**config.mk**
```make
export PLATFORM = sky130hd
export DESIGN_NAME = pds_lane
export DESIGN_NICKNAME = d
export VERILOG_FILES = /design/src/rtl/pds_pkg.sv /design/src/rtl/pds_lane.sv
export SDC_FILE = /design/constraint.sdc
export NUM_CORES = 1
export LEC_CHECK = 0
export BUFFER_PORTS_ARGS = -buffer_cell sky130_fd_sc_hd__buf_2
export CELL_PAD_IN_SITES_DETAIL_PLACEMENT = 1
export CELL_PAD_IN_SITES_GLOBAL_PLACEMENT = 1
export CORE_MARGIN = 2
export CORE_UTILIZATION = 49
export DETAILED_ROUTE_END_ITERATION = 6
export HOLD_SLACK_MARGIN = 0.06
export PLACE_DENSITY = 0.8
export SLEW_MARGIN = 20
export SYNTH_ARGS = -nofsm -noshare
export SYNTH_HDL_FRONTEND = slang
export SYNTH_SLANG_ARGS = --single-unit
```
**constraint.sdc**
```tcl
create_clock -name clk -period 6.8 [get_ports clk]
set_input_delay 1.36 -clock clk [delete_from_list [all_inputs] [get_ports clk]]
set_output_delay 1.36 -clock clk [all_outputs]
set_load 0.01 [all_outputs]
```
**src/rtl/pds_pkg.sv**
```systemverilog
// pds_pkg: widths, constants and shared types for the PLL divider search.
// No dependencies; imported by every module under rtl/.
`timescale 1ns / 1ps
package pds_pkg;

  localparam int unsigned REF_W = 20;
  localparam int unsigned FB_W  = 8;
  localparam int unsigned PD_W  = 3;
  localparam int unsigned N_W   = 25;   // target * 2 * pd, pd up to 15
  localparam int unsigned X_W   = 28;   // ref * fb and ref << 8
  localparam int unsigned B_W   = 21;   // tolerance bounds
  localparam int unsigned Y_W   = 27;   // target * 101
  localparam int unsigned M_W   = 28;
  localparam int unsigned P_W   = Y_W + M_W;

  localparam logic [REF_W-1:0] REF_RESET   = REF_W'(100000);
  localparam logic [FB_W-1:0]  FB_FALLBACK = FB_W'(150);
  localparam logic [PD_W-1:0]  PD_FALLBACK = PD_W'(1);
  localparam logic [6:0]       TOL_LO_NUM  = 7'd99;
  localparam logic [6:0]       TOL_HI_NUM  = 7'd101;
  // ceil(2^34 / 100); exact floor(y / 100) for y < 2^27
  localparam logic [M_W-1:0]   RECIP_100   = M_W'(171798692);
  localparam int unsigned      RECIP_SHIFT = 34;

  localparam int unsigned LAT = 8;      // length of the valid shift register that carries start to done

  typedef struct packed {
    logic            hit;
    logic [FB_W-1:0] fb;
  } lane_res_t;

endpackage

```
**src/rtl/pds_lane.sv**
```systemverilog
// pds_lane: one post divider: range check, 8-bit restoring divide over
// four stages, then reference*fb against the tolerance window. Uses pds_pkg.
`timescale 1ns / 1ps
module pds_lane #(
  parameter int unsigned PD = 1
) (
  input  logic                      clk,
  input  logic [pds_pkg::REF_W-1:0] target,
  input  logic [pds_pkg::REF_W-1:0] ref_khz,
  input  logic [pds_pkg::B_W-1:0]   lo,
  input  logic [pds_pkg::B_W-1:0]   hi,
  output pds_pkg::lane_res_t        res
);
  import pds_pkg::*;

  localparam int unsigned NSTG = 4;
  localparam logic [4:0]  D = 5'(2 * PD);

  logic [N_W-1:0]   n0;
  logic             ok0;
  logic [N_W-1:0]   n1;
  logic             ok1;
  logic [REF_W-1:0] r1;

  logic [N_W-1:0]   rem_q [NSTG];
  logic [FB_W-1:0]  q_q   [NSTG];
  logic [REF_W-1:0] r_q   [NSTG];
  logic             ok_q  [NSTG];

  logic [X_W-1:0]   blo_q [NSTG];
  logic [X_W-1:0]   bhi_q [NSTG];

  logic [X_W-1:0]   x6;
  logic [FB_W-1:0]  fb6;
  logic             ok6;

  assign n0  = N_W'(target) * N_W'(D);
  assign ok0 = (ref_khz != '0) && (X_W'(n0) >= {4'b0, ref_khz, 4'b0})
               && (X_W'(n0) < {ref_khz, 8'b0});

  always_ff @(posedge clk) begin
    n1  <= n0;
    ok1 <= ok0;
    r1  <= ref_khz;
  end

  for (genvar k = 0; k < NSTG; k++) begin : g_div
    logic [N_W-1:0]   rem_in;
    logic [FB_W-1:0]  q_in;
    logic [REF_W-1:0] r_in;
    logic             ok_in;
    logic [X_W-1:0]   sh_a;
    logic [X_W-1:0]   sh_b;
    logic [N_W-1:0]   rem_a;
    logic [N_W-1:0]   rem_b;
    logic [FB_W-1:0]  q_a;
    logic [FB_W-1:0]  q_b;

    if (k == 0) begin : g_first
      assign rem_in = n1;
      assign q_in   = '0;
      assign r_in   = r1;
      assign ok_in  = ok1;
    end else begin : g_next
      assign rem_in = rem_q[k-1];
      assign q_in   = q_q[k-1];
      assign r_in   = r_q[k-1];
      assign ok_in  = ok_q[k-1];
    end

    always_comb begin
      sh_a  = X_W'(r_in) << (7 - 2 * k);
      rem_a = rem_in;
      q_a   = q_in;
      if (X_W'(rem_in) >= sh_a) begin
        rem_a = rem_in - N_W'(sh_a);
        q_a[7-2*k] = 1'b1;
      end
      sh_b  = X_W'(r_in) << (6 - 2 * k);
      rem_b = rem_a;
      q_b   = q_a;
      if (X_W'(rem_a) >= sh_b) begin
        rem_b = rem_a - N_W'(sh_b);
        q_b[6-2*k] = 1'b1;
      end
    end

    always_ff @(posedge clk) begin
      rem_q[k] <= rem_b;
      q_q[k]   <= q_b;
      r_q[k]   <= r_in;
      ok_q[k]  <= ok_in;
    end
  end

  // bounds arrive with the first divide stage; scaled by 2*pd
  always_ff @(posedge clk) begin
    blo_q[0] <= X_W'(X_W'(lo) + X_W'(1)) * X_W'(D);
    bhi_q[0] <= X_W'(hi) * X_W'(D);
    for (int i = 1; i < NSTG; i++) begin
      blo_q[i] <= blo_q[i-1];
      bhi_q[i] <= bhi_q[i-1];
    end
  end

  always_ff @(posedge clk) begin
    x6  <= X_W'(r_q[NSTG-1]) * X_W'(q_q[NSTG-1]);
    fb6 <= q_q[NSTG-1];
    ok6 <= ok_q[NSTG-1];
    res.hit <= ok6 && (x6 >= blo_q[NSTG-1]) && (x6 < bhi_q[NSTG-1]);
    res.fb  <= fb6;
  end

endmodule

```
==> flow_summary.ini, run 1 <==
[die]
die_x_um = 227
die_h_um = 227
fp.coreArea_um2 = 49200
top_level_ports = 92
start_util_pct = 49.8
rows = 81
fp.dieArea_um2 = 51700

[global_route]
antenna_found_initial = 1
grt_max_degree = 35
grt_pass1_vias = 20700
grtUsageTotal_pct = 26.1
grt_pass1_wl_um = 107000
gr-total-overflow = 0

[layout]
multi_input_area_um2 = 14400
nFillCells = 5583
final-seq-area_um2 = 8710
syn_to_final_growth_pct = 11.3
nNetsFinal = 3163
utilization_pct = 55.4
antenna_cells = 0
drive_gt1_share_pct = 9.49

[power]
power_density_nw_per_um2 = 402
intPower_mw = 6.65
ir_drop_mv = 0.271
seqPwrFrac_pct = 28.9
clock_power_share_pct = 22.9
switching_share_pct = 39.3
power.switching_mw = 4.31
p_leak_nw = 13.1
p_comb_share_pct = 48.2

[clock_network]
post-cts-setup-buffers = 0
ctsHoldBuffers = 0
clk_latency_ns = 0.59
clk_path_buf_depth = 3
cts_resized = 0
clock_sinks = 435
cts-root-buf = clkbuf_16
cts-htree-levels = 2
clk_pin_slew_ns = 0.06
numCtsBuffers = 46
cts_tree = yes

[yosys]
synth.distinct_cells = 78
synth_flop_cell = dfxtp_1
synth_cells = 2581
ys_seq_area_share_pct = 35.6
async_flop_share_pct = 0
synth_edf_count = 0
avgSynthCellArea_um2 = 9.48
synth_nets = 3051
synth_area_um2 = 24500
yosysWarnings = 0
ys_seq_elements = 435

[routing]
wl_um = 64900
post-route-drc-count = 0
drt-pass1-iter-count = 4
wl_per_cell_um = 19.1
drtAntennaViolNets = 0
vias_per_cell = 5.44
first_iter_violations = 731
num_vias = 18500

[timing]
tns_ns = 0
finalCritPeriodShare_pct = 91.6
max_freq_mhz = 161
slew_headroom_pct = 43.1
finalMaxSlewViolations = 0
rsz0062_at_grt = false
finClkSkew_ns = 0.0304
hold_violations = 0
setup_slack_ns = 0.572
period_needed_ns = 6.23
worst_slew_pin_slew_ns = 0.845
setup_viol = 0

[setup_path]
critPathMostFrequentCell = fa_1
crit_type = reg -> reg
required_ns = 7.29
cp_cell_sequence = nand2_1, fa_1, fa_1, inv_1, fa_1, inv_1, fa_1, inv_1, ha_1, or4_1, o21ai_0, nor2b_1, a211oi_1, o21ai_0, nand2_1, o31ai_1, a41o_1, a211oi_1, xnor2_1
arrival_ns = 6.72
critPathLaunchType = flip-flop
end_kind = flip-flop
slowest_stage = dfxtp_1
critPathMaxStageDelay_ns = 0.85
crit_fanout = 21

[placed_design]
dp_hpwl_um = 50800
place.gp.congestion = 0.861
port-buffer-count = 91
post-place-ws_ns = 0.637

[status]
outcome = completed

[flow_run]
max_cap_viol_count = 0

[worst_hold_path]
hold_class = reg -> reg
[path summary, 6_finish.rpt]
kind | from | endpoint | slack [ns] | cells after the start
setup reg to reg | q_q[3][3]$_DFF_P_ | x6[26]$_DFF_P_ | 0.57 | 19
hold reg to reg | blo_q[1][15]$_DFF_P_ | blo_q[2][15]$_DFF_P_ | 0.31 | 0
setup / recovery | q_q[3][3]$_DFF_P_ | x6[26]$_DFF_P_ | 0.57 | 19
hold / removal | blo_q[1][15]$_DFF_P_ | blo_q[2][15]$_DFF_P_ | 0.31 | 0
[Yosys cell counts (53+ instances only)]
master,instances,area (um^2)
xnor2_1,105,920
o21ai_0,97,485
nand2_1,169,634
fa_1,115,2300
nor2_1,152,571
a21oi_1,169,846
dfxtp_1,435,8710
inv_1,319,1200
mux2_2,53,597
ha_1,272,3400
and2_1,115,719
a21o_1,74,556
[cell type report]
| type | count | area share (%) |
|---|---|---|
| Inverter | 321 | 4.43 |
| Multi-Input combinational cell | 1784 | 52.9 |
| Sequential cell | 435 | 32.0 |
| Timing Repair Buffer | 105 | 2.06 |
| Clock buffer | 62 | 4.67 |
| Tap cell | 664 | 3.05 |
| Clock inverter | 21 | 0.933 |
[placed cells by master (no fill, tap or decap), drive strengths merged, types with 14 or more instances in the layout]
cell / n
dfxtp: 435
a21oi: 170
nor2b: 28
and2: 115
nand4: 35
o21bai: 14
a31oi: 16
o31ai: 14
xnor2: 105
a21o: 74
clkbuf: 62
a211oi: 16
nand2b: 22
nor4: 17
mux2: 56
nand3: 39
ha: 272
nor3: 31
nor2: 152
inv: 322
and3: 19
nand2: 169
fa: 115
xor2: 43
o21a: 43
buf: 105
o21ai: 101
[per-layer routing]
layer  global-route usage (%)  vias up  routed length (um)
li1                         -     8958                   -
met5                        0        -                   0
met4                     8.71        0                1920
met1                     33.0     9101               29200
met2                     46.2      285               31900
met3                     2.98      120                1840
[flip-flops by register name, summed over array words and instances (netlist names)]
| name | count |
|---|---|
| rem_q | 72 |
| g_div.rem_in | 20 |
| q_q | 20 |
| x6 | 28 |
| g_div.ok_in | 1 |
| res | 9 |
| blo_q | 88 |
| bhi_q | 84 |
| g_div.r_in | 20 |
| ok_q | 4 |
| r_q | 80 |
| fb6 | 8 |
| ok6 | 1 |
[through the flow]
stage          area (um^2)  cells  total power [mW]  hold slack [ns]
6_report             27200   3392              11.0            0.312
4_1_cts              27200   3392              11.0            0.301
2_1_floorplan        24500   2581              7.06            0.310
5_1_grt              27200   3392              11.9            0.323
3_3_place_gp         25700   3309              8.01            0.311
3_5_place_dp         25700   3309              8.37            0.313
[cells by family after synthesis]
kind of cell	synth area share [%]
muxes	2.85
AOI/OAI and AO/OA	13.7
buffers and inverters	5.65
xor gates and xnor gates	5.30
DFF	35.6
adders and majority gates	23.3
and+or+nand+nor	13.6
[power by group through the flow]
stage / clock network, mW / registers [mW] / logic [mW]
2_1_floorplan: 0 / 3.08 / 3.98
5_1_grt: 2.67 / 3.21 / 6.02
3_5_place_dp: 0 / 3.22 / 5.15
4_1_cts: 2.56 / 3.17 / 5.29
3_3_place_gp: 0 / 3.20 / 4.81
6_report: 2.51 / 3.17 / 5.28
[worst max-delay path: cells and delay by family, from the launching register on]
family,cells,cell delay (ns)
buffers and inverters,3,0.15
xor gates and xnor gates,1,0.15
AOI/OAI and AO/OA,6,1.56
and+or+nand+nor,4,1.01
adders and majority gates,5,2.40
DFF,1,0.85
(Power assumes the default switching activity.)
==> run 2: changes to the inputs <==
--- a/config.mk
+++ b/config.mk
@@ -9,10 +9,10 @@
 export CELL_PAD_IN_SITES_DETAIL_PLACEMENT = 1
 export CELL_PAD_IN_SITES_GLOBAL_PLACEMENT = 1
 export CORE_MARGIN = 2
-export CORE_UTILIZATION = 49
+export CORE_UTILIZATION = 53
 export DETAILED_ROUTE_END_ITERATION = 6
 export HOLD_SLACK_MARGIN = 0.06
-export PLACE_DENSITY = 0.8
+export PLACE_DENSITY = 0.86
 export SLEW_MARGIN = 20
 export SYNTH_ARGS = -nofsm -noshare
 export SYNTH_HDL_FRONTEND = slang
==> constraint.sdc (replaced) <==
create_clock -name clk -period 7.5 [get_ports clk]
set_input_delay 1.5 -clock clk [delete_from_list [all_inputs] [get_ports clk]]
set_output_delay 1.5 -clock clk [all_outputs]
set_load 0.01 [all_outputs]
==> flow_summary.ini, run 2 (synthesis gave the netlist of run 1 again) <==
[worst_hold_path]
hold_start = blo_q[0][13]$_DFF_P_
min_to = blo_q[1][13]$_DFF_P_
holdPathStages = 0
hold_class = reg -> reg

[setup_path]
crit_start = r_q[0][0]$_DFF_P_
critPathTopFamily = compound AO/OA/AOI/OAI gates
r2r_slack_ns = 0.93
ff2ff_path_depth = 23
end_kind = flip-flop
critPathMostFrequentCell = o21ai_0
arrival_ns = 7.04
r2r-start = r_q[0][0]$_DFF_P_
cp_cell_sequence = ha_1, inv_1, fa_1, a21o_1, a21oi_1, o21ai_0, nand4_1, a31oi_1, o22ai_2, buf_4, nand2_1, o21ai_0, ha_1, nor2b_1, o21ai_0, a21oi_1, nor3_1, o31ai_1, a221o_1, o21ai_1, a31oi_1, nand2b_1, mux2_2
reg2reg_to = rem_q[1][16]$_DFF_P_
required_ns = 7.97
critPathLaunchType = flip-flop
crit_fanout = 27
crit_type = reg -> reg
slowest_stage = nand2b_1
critPathMaxStageDelay_ns = 0.76
cp_num_buf_inv = 2

[timing]
period_needed_ns = 6.57
slew_headroom_pct = 29.3
max_freq_mhz = 152
finClkSkew_ns = 0.0259
finalCritPeriodShare_pct = 87.6
setup_viol = 0
hold_violations = 0
finalMaxSlewViolations = 0
worst_slew_pin_slew_ns = 1.06
tns_ns = 0
rsz0062_at_grt = false

[clock_network]
ctsHoldBuffers = 0
cts-htree-levels = 2
clk_latency_ns = 0.60
cts-root-buf = clkbuf_16
cts_resized = 0
clock_sinks = 435
numCtsBuffers = 46
clk_path_buf_depth = 3
clk_pin_slew_ns = 0.07
cts_tree = yes
post-cts-setup-buffers = 0

[power]
p_leak_nw = 13.1
power_density_nw_per_um2 = 373
power.total_mw = 10.1
ir_drop_mv = 0.291

[status]
outcome = completed

[routing]
drtAntennaViolNets = 0
first_iter_violations = 1039
wl_per_cell_um = 20.6
drt-pass1-iter-count = 6
post-route-drc-count = 0
num_vias = 18800
wl_um = 68600
vias_per_cell = 5.65

[die]
fp.dieArea_um2 = 47900
fp.coreArea_um2 = 45500
die_x_um = 219
rows = 78
top_level_ports = 92
start_util_pct = 53.8
die_h_um = 219

[layout]
nFillCells = 5218
final-seq-area_um2 = 8710
largest_register_ffs = 88
antenna_cells = 0
nNetsFinal = 3156
multi_input_area_um2 = 14400
largest-register = blo_q
syn_to_final_growth_pct = 10.9
reg.largest.list = blo_q x88, bhi_q x84, r_q x80
drive_gt1_share_pct = 9.55
mostFrequentLayoutCells = dfxtp_1, inv_1, ha_1
layout_commonest_cell = dfxtp_1

[placed_design]
dp_hpwl_um = 51800
port-buffer-count = 91
place.gp.congestion = 0.908

[global_route]
antenna_found_initial = 2
gr-total-overflow = 0
grt_max_degree = 33
grt_pass1_vias = 21300
grtUsageTotal_pct = 29.6
grt_pass1_wl_um = 112000

[flow_run]
max_cap_viol_count = 0
-- run 2: cell types whose count changed in the layout (fill, tap and decap cells not counted), sizes merged --
cell	previous run	this run
buf	105	98
inv	322	324
clkinvlp	3	4
clkbuf	62	61
clkinv	13	16
bufinv	4	1
-- run 2: worst max-delay path by stage --
stage / end / slack [ns] / cells past startpoint
finish: rem_q[1][16]$_DFF_P_ / 0.93 / 23
global route: rem_q[1][6]$_DFF_P_ / 0.29 / 23
CTS: rem_q[1][14]$_DFF_P_ / 0.94 / 23
detailed placement: rem_q[1][14]$_DFF_P_ / 1.04 / 23
global placement: rem_q[2][6]$_DFF_P_ / 1.38 / 22
floorplan: rem_q[0][16]$_DFF_P_ / 2.20 / 25
-- run 2: worst register-to-register path: stages, from the launching register on --
cell and delay (ns):
dfxtp_1 0.42, ha_1 0.23, inv_1 0.08, fa_1 0.41, a21o_1 0.19, a21oi_1 0.30, o21ai_0 0.20, nand4_1 0.19
a31oi_1 0.19, o22ai_2 0.26, buf_4 0.32, nand2_1 0.09, o21ai_0 0.21, ha_1 0.21, nor2b_1 0.13, o21ai_0 0.11
a21oi_1 0.24, nor3_1 0.08, o31ai_1 0.64, a221o_1 0.31, o21ai_1 0.15, a31oi_1 0.31, nand2b_1 0.76, mux2_2 0.43
-- run 2: through the flow --
stage	cells	instance area, um^2	hold slack [ns]	util [%]	worst slack [ns]
2_1_floorplan	2581	24500	0.310	-	2.20
6_report	3323	27100	0.320	59.7	0.928
3_5_place_dp	3238	25600	0.313	56.2	1.04
3_3_place_gp	3238	25600	0.310	56.2	1.38
5_1_grt	3323	27100	0.329	59.7	0.294
4_1_cts	3323	27100	0.316	59.7	0.941
-- run 2: report_power, final --
group / switching [mW] / internal, mW
combinational: 2.85 / 2.08
clock: 1.01 / 1.30
sequential: 0.266 / 2.63
-- run 2: routing by layer --
layer  wire length [um]  global-route usage [%]
met5                 13                       0
met4               3340                    14.1
met3               2360                    4.05
met2              33800                    52.3
met1              29100                    35.6
-- run 2: area by class of cell --
cell class | instances | area share [%]
clock buffer | 61 | 4.85
clock inverter | 24 | 0.950
inverter | 321 | 4.44
multi-input combinational | 1784 | 53.0
sequential | 435 | 32.1
tap | 600 | 2.77
timing repair buffer | 98 | 1.87
==> run 3: changes to the inputs <==
--- a/config.mk
+++ b/config.mk
@@ -9,10 +9,10 @@
 export CELL_PAD_IN_SITES_DETAIL_PLACEMENT = 1
 export CELL_PAD_IN_SITES_GLOBAL_PLACEMENT = 1
 export CORE_MARGIN = 2
-export CORE_UTILIZATION = 53
+export CORE_UTILIZATION = 40
 export DETAILED_ROUTE_END_ITERATION = 6
 export HOLD_SLACK_MARGIN = 0.06
-export PLACE_DENSITY = 0.86
+export PLACE_DENSITY = 0.7
 export SLEW_MARGIN = 20
 export SYNTH_ARGS = -nofsm -noshare
 export SYNTH_HDL_FRONTEND = slang
==> constraint.sdc (replaced) <==
create_clock -name clk -period 6 [get_ports clk]
set_input_delay 1.2 -clock clk [delete_from_list [all_inputs] [get_ports clk]]
set_output_delay 1.2 -clock clk [all_outputs]
set_load 0.01 [all_outputs]
==> flow_summary.ini, run 3 (synthesis gave the netlist of run 1 again) <==
[power]
ir_drop_mv = 0.329
p_leak_nw = 13.2
power_density_nw_per_um2 = 446

[die]
die_h_um = 251
start_util_pct = 40.5
fp.dieArea_um2 = 63200
die_x_um = 251
rows = 90
top_level_ports = 92
fp.coreArea_um2 = 60500

[timing]
period_needed_ns = 5.68
max_freq_mhz = 176
finalCritPeriodShare_pct = 94.7
rsz0062_at_grt = false
setup_viol = 0
worst_slew_pin_slew_ns = 0.662
slew_headroom_pct = 55.4
finalMaxSlewViolations = 0
tns_ns = 0
hold_violations = 0
finClkSkew_ns = 0.0185
setup_slack_ns = 0.316
fin_hold_ws_ns = 0.325

[status]
outcome = completed

[clock_network]
clk_latency_ns = 0.59
cts_tree = yes
clk_path_buf_depth = 3
clk_pin_slew_ns = 0.06
numCtsBuffers = 47
clock_sinks = 435
ctsHoldBuffers = 0
cts-htree-levels = 2
cts-root-buf = clkbuf_16

[placed_design]
dp_hpwl_um = 49900
place.gp.congestion = 0.873
post-place-ws_ns = 0.181
port-buffer-count = 91

[routing]
num_vias = 18100
wl_met3_um = 1690
met2_length_um = 28400
wl_met1_um = 28600
vias_per_cell = 5.13
highest_layer = met4
wl_per_cell_um = 17.3
wl_um = 61200
drt-pass1-iter-count = 5
drtAntennaViolNets = 0
first_iter_violations = 725
post-route-drc-count = 0

[setup_path]
arrival_ns = 6.19
crit_type = reg -> reg
required_ns = 6.51
critPathLaunchType = flip-flop
crit_fanout = 23
end_kind = flip-flop
r2r_slack_ns = 0.32

[layout]
layout_commonest_cell = dfxtp_1
nNetsFinal = 3183
largest_register_ffs = 88
nFillCells = 6801
reg.largest.list = blo_q x88, bhi_q x84, r_q x80
largest-register = blo_q
syn_to_final_growth_pct = 13.0
drive_gt1_share_pct = 10.6
mostFrequentLayoutCells = dfxtp_1, inv_1, ha_1
utilization_pct = 45.7

[global_route]
grt_max_degree = 29
antenna_found_initial = 2
gr-total-overflow = 0
grt_pass1_wl_um = 101000
grtUsageTotal_pct = 19.8
grt_pass1_vias = 19700

[flow_run]
max_cap_viol_count = 0

[worst_hold_path]
hold_class = reg -> reg
[run 3: final cells by class]
cell class | count | area [um^2] | share of cell area (%)
multi-input cells | 1784 | 14400 | 52.2
flip-flops and latches | 435 | 8710 | 31.5
clock buffers | 62 | 1330 | 4.82
inverters | 321 | 1210 | 4.38
well taps | 782 | 978 | 3.54
repair buffers | 124 | 741 | 2.68
clock inverters | 22 | 253 | 0.914
diodes | 2 | 5.00 | 0.0181
[run 3: final timing paths]
| path | from | end | cells past startpoint |
|---|---|---|---|
| worst max-delay path | g_div[0].r_in[0]$_DFF_P_ | rem_q[0][7]$_DFF_P_ | 26 |
| worst min-delay path | bhi_q[0][13]$_DFF_P_ | bhi_q[1][13]$_DFF_P_ | 0 |
| worst max register to register | g_div[0].r_in[0]$_DFF_P_ | rem_q[0][7]$_DFF_P_ | 26 |
| worst min register to register | bhi_q[0][13]$_DFF_P_ | bhi_q[1][13]$_DFF_P_ | 0 |
[run 3: per-layer routing]
layer / GRT usage (%) / vias up
met4: 7.82 / 0
met5: 0 / -
met2: 33.6 / 232
met3: 2.36 / 108
met1: 25.7 / 8784
li1: - / 8997
[run 3: what timing repair did]
item / in CTS / in global routing
buffers inserted: 0 / 2
gates resized for setup: 0 / 8
endpoints found under the setup margin: 0 / 37
hold endpoints to repair: 0 / 0
[run 3: worst max-delay path, cell delays in order (launching register included)]
cell and delay (ns):
dfxtp_1 0.37, ha_1 0.19, inv_1 0.06, fa_1 0.41
a21o_1 0.17, a21oi_1 0.24, o21bai_1 0.12, a21oi_2 0.21
o21a_1 0.17, nor3_1 0.09, o21ai_0 0.25, buf_4 0.22
clkinvlp_4 0.20, buf_4 0.21, mux2_2 0.29, ha_1 0.34
inv_1 0.09, a21oi_1 0.17, o21ai_1 0.15, a211oi_1 0.33
buf_4 0.18, o31a_1 0.17, nor4_2 0.06, nor4_4 0.31
buf_12 0.20, buf_4 0.19, mux2i_1 0.20
[run 3: power breakdown]
| group | internal [mW] | switching [mW] | total (mW) | leakage (nW) |
|---|---|---|---|---|
| logic | 2.58 | 3.28 | 5.86 | 8.78 |
| registers | 3.29 | 0.266 | 3.56 | 3.65 |
| clock network | 1.71 | 1.22 | 2.93 | 0.777 |
[run 3: through the flow]
step	area, um^2	std cells	power (mW)
finish	27700	3532	12.3
global route	27600	3530	13.5
CTS	27600	3528	12.5
detailed placement	26000	3444	9.41
global placement	26000	3444	9.14
floorplan	24500	2581	8.00
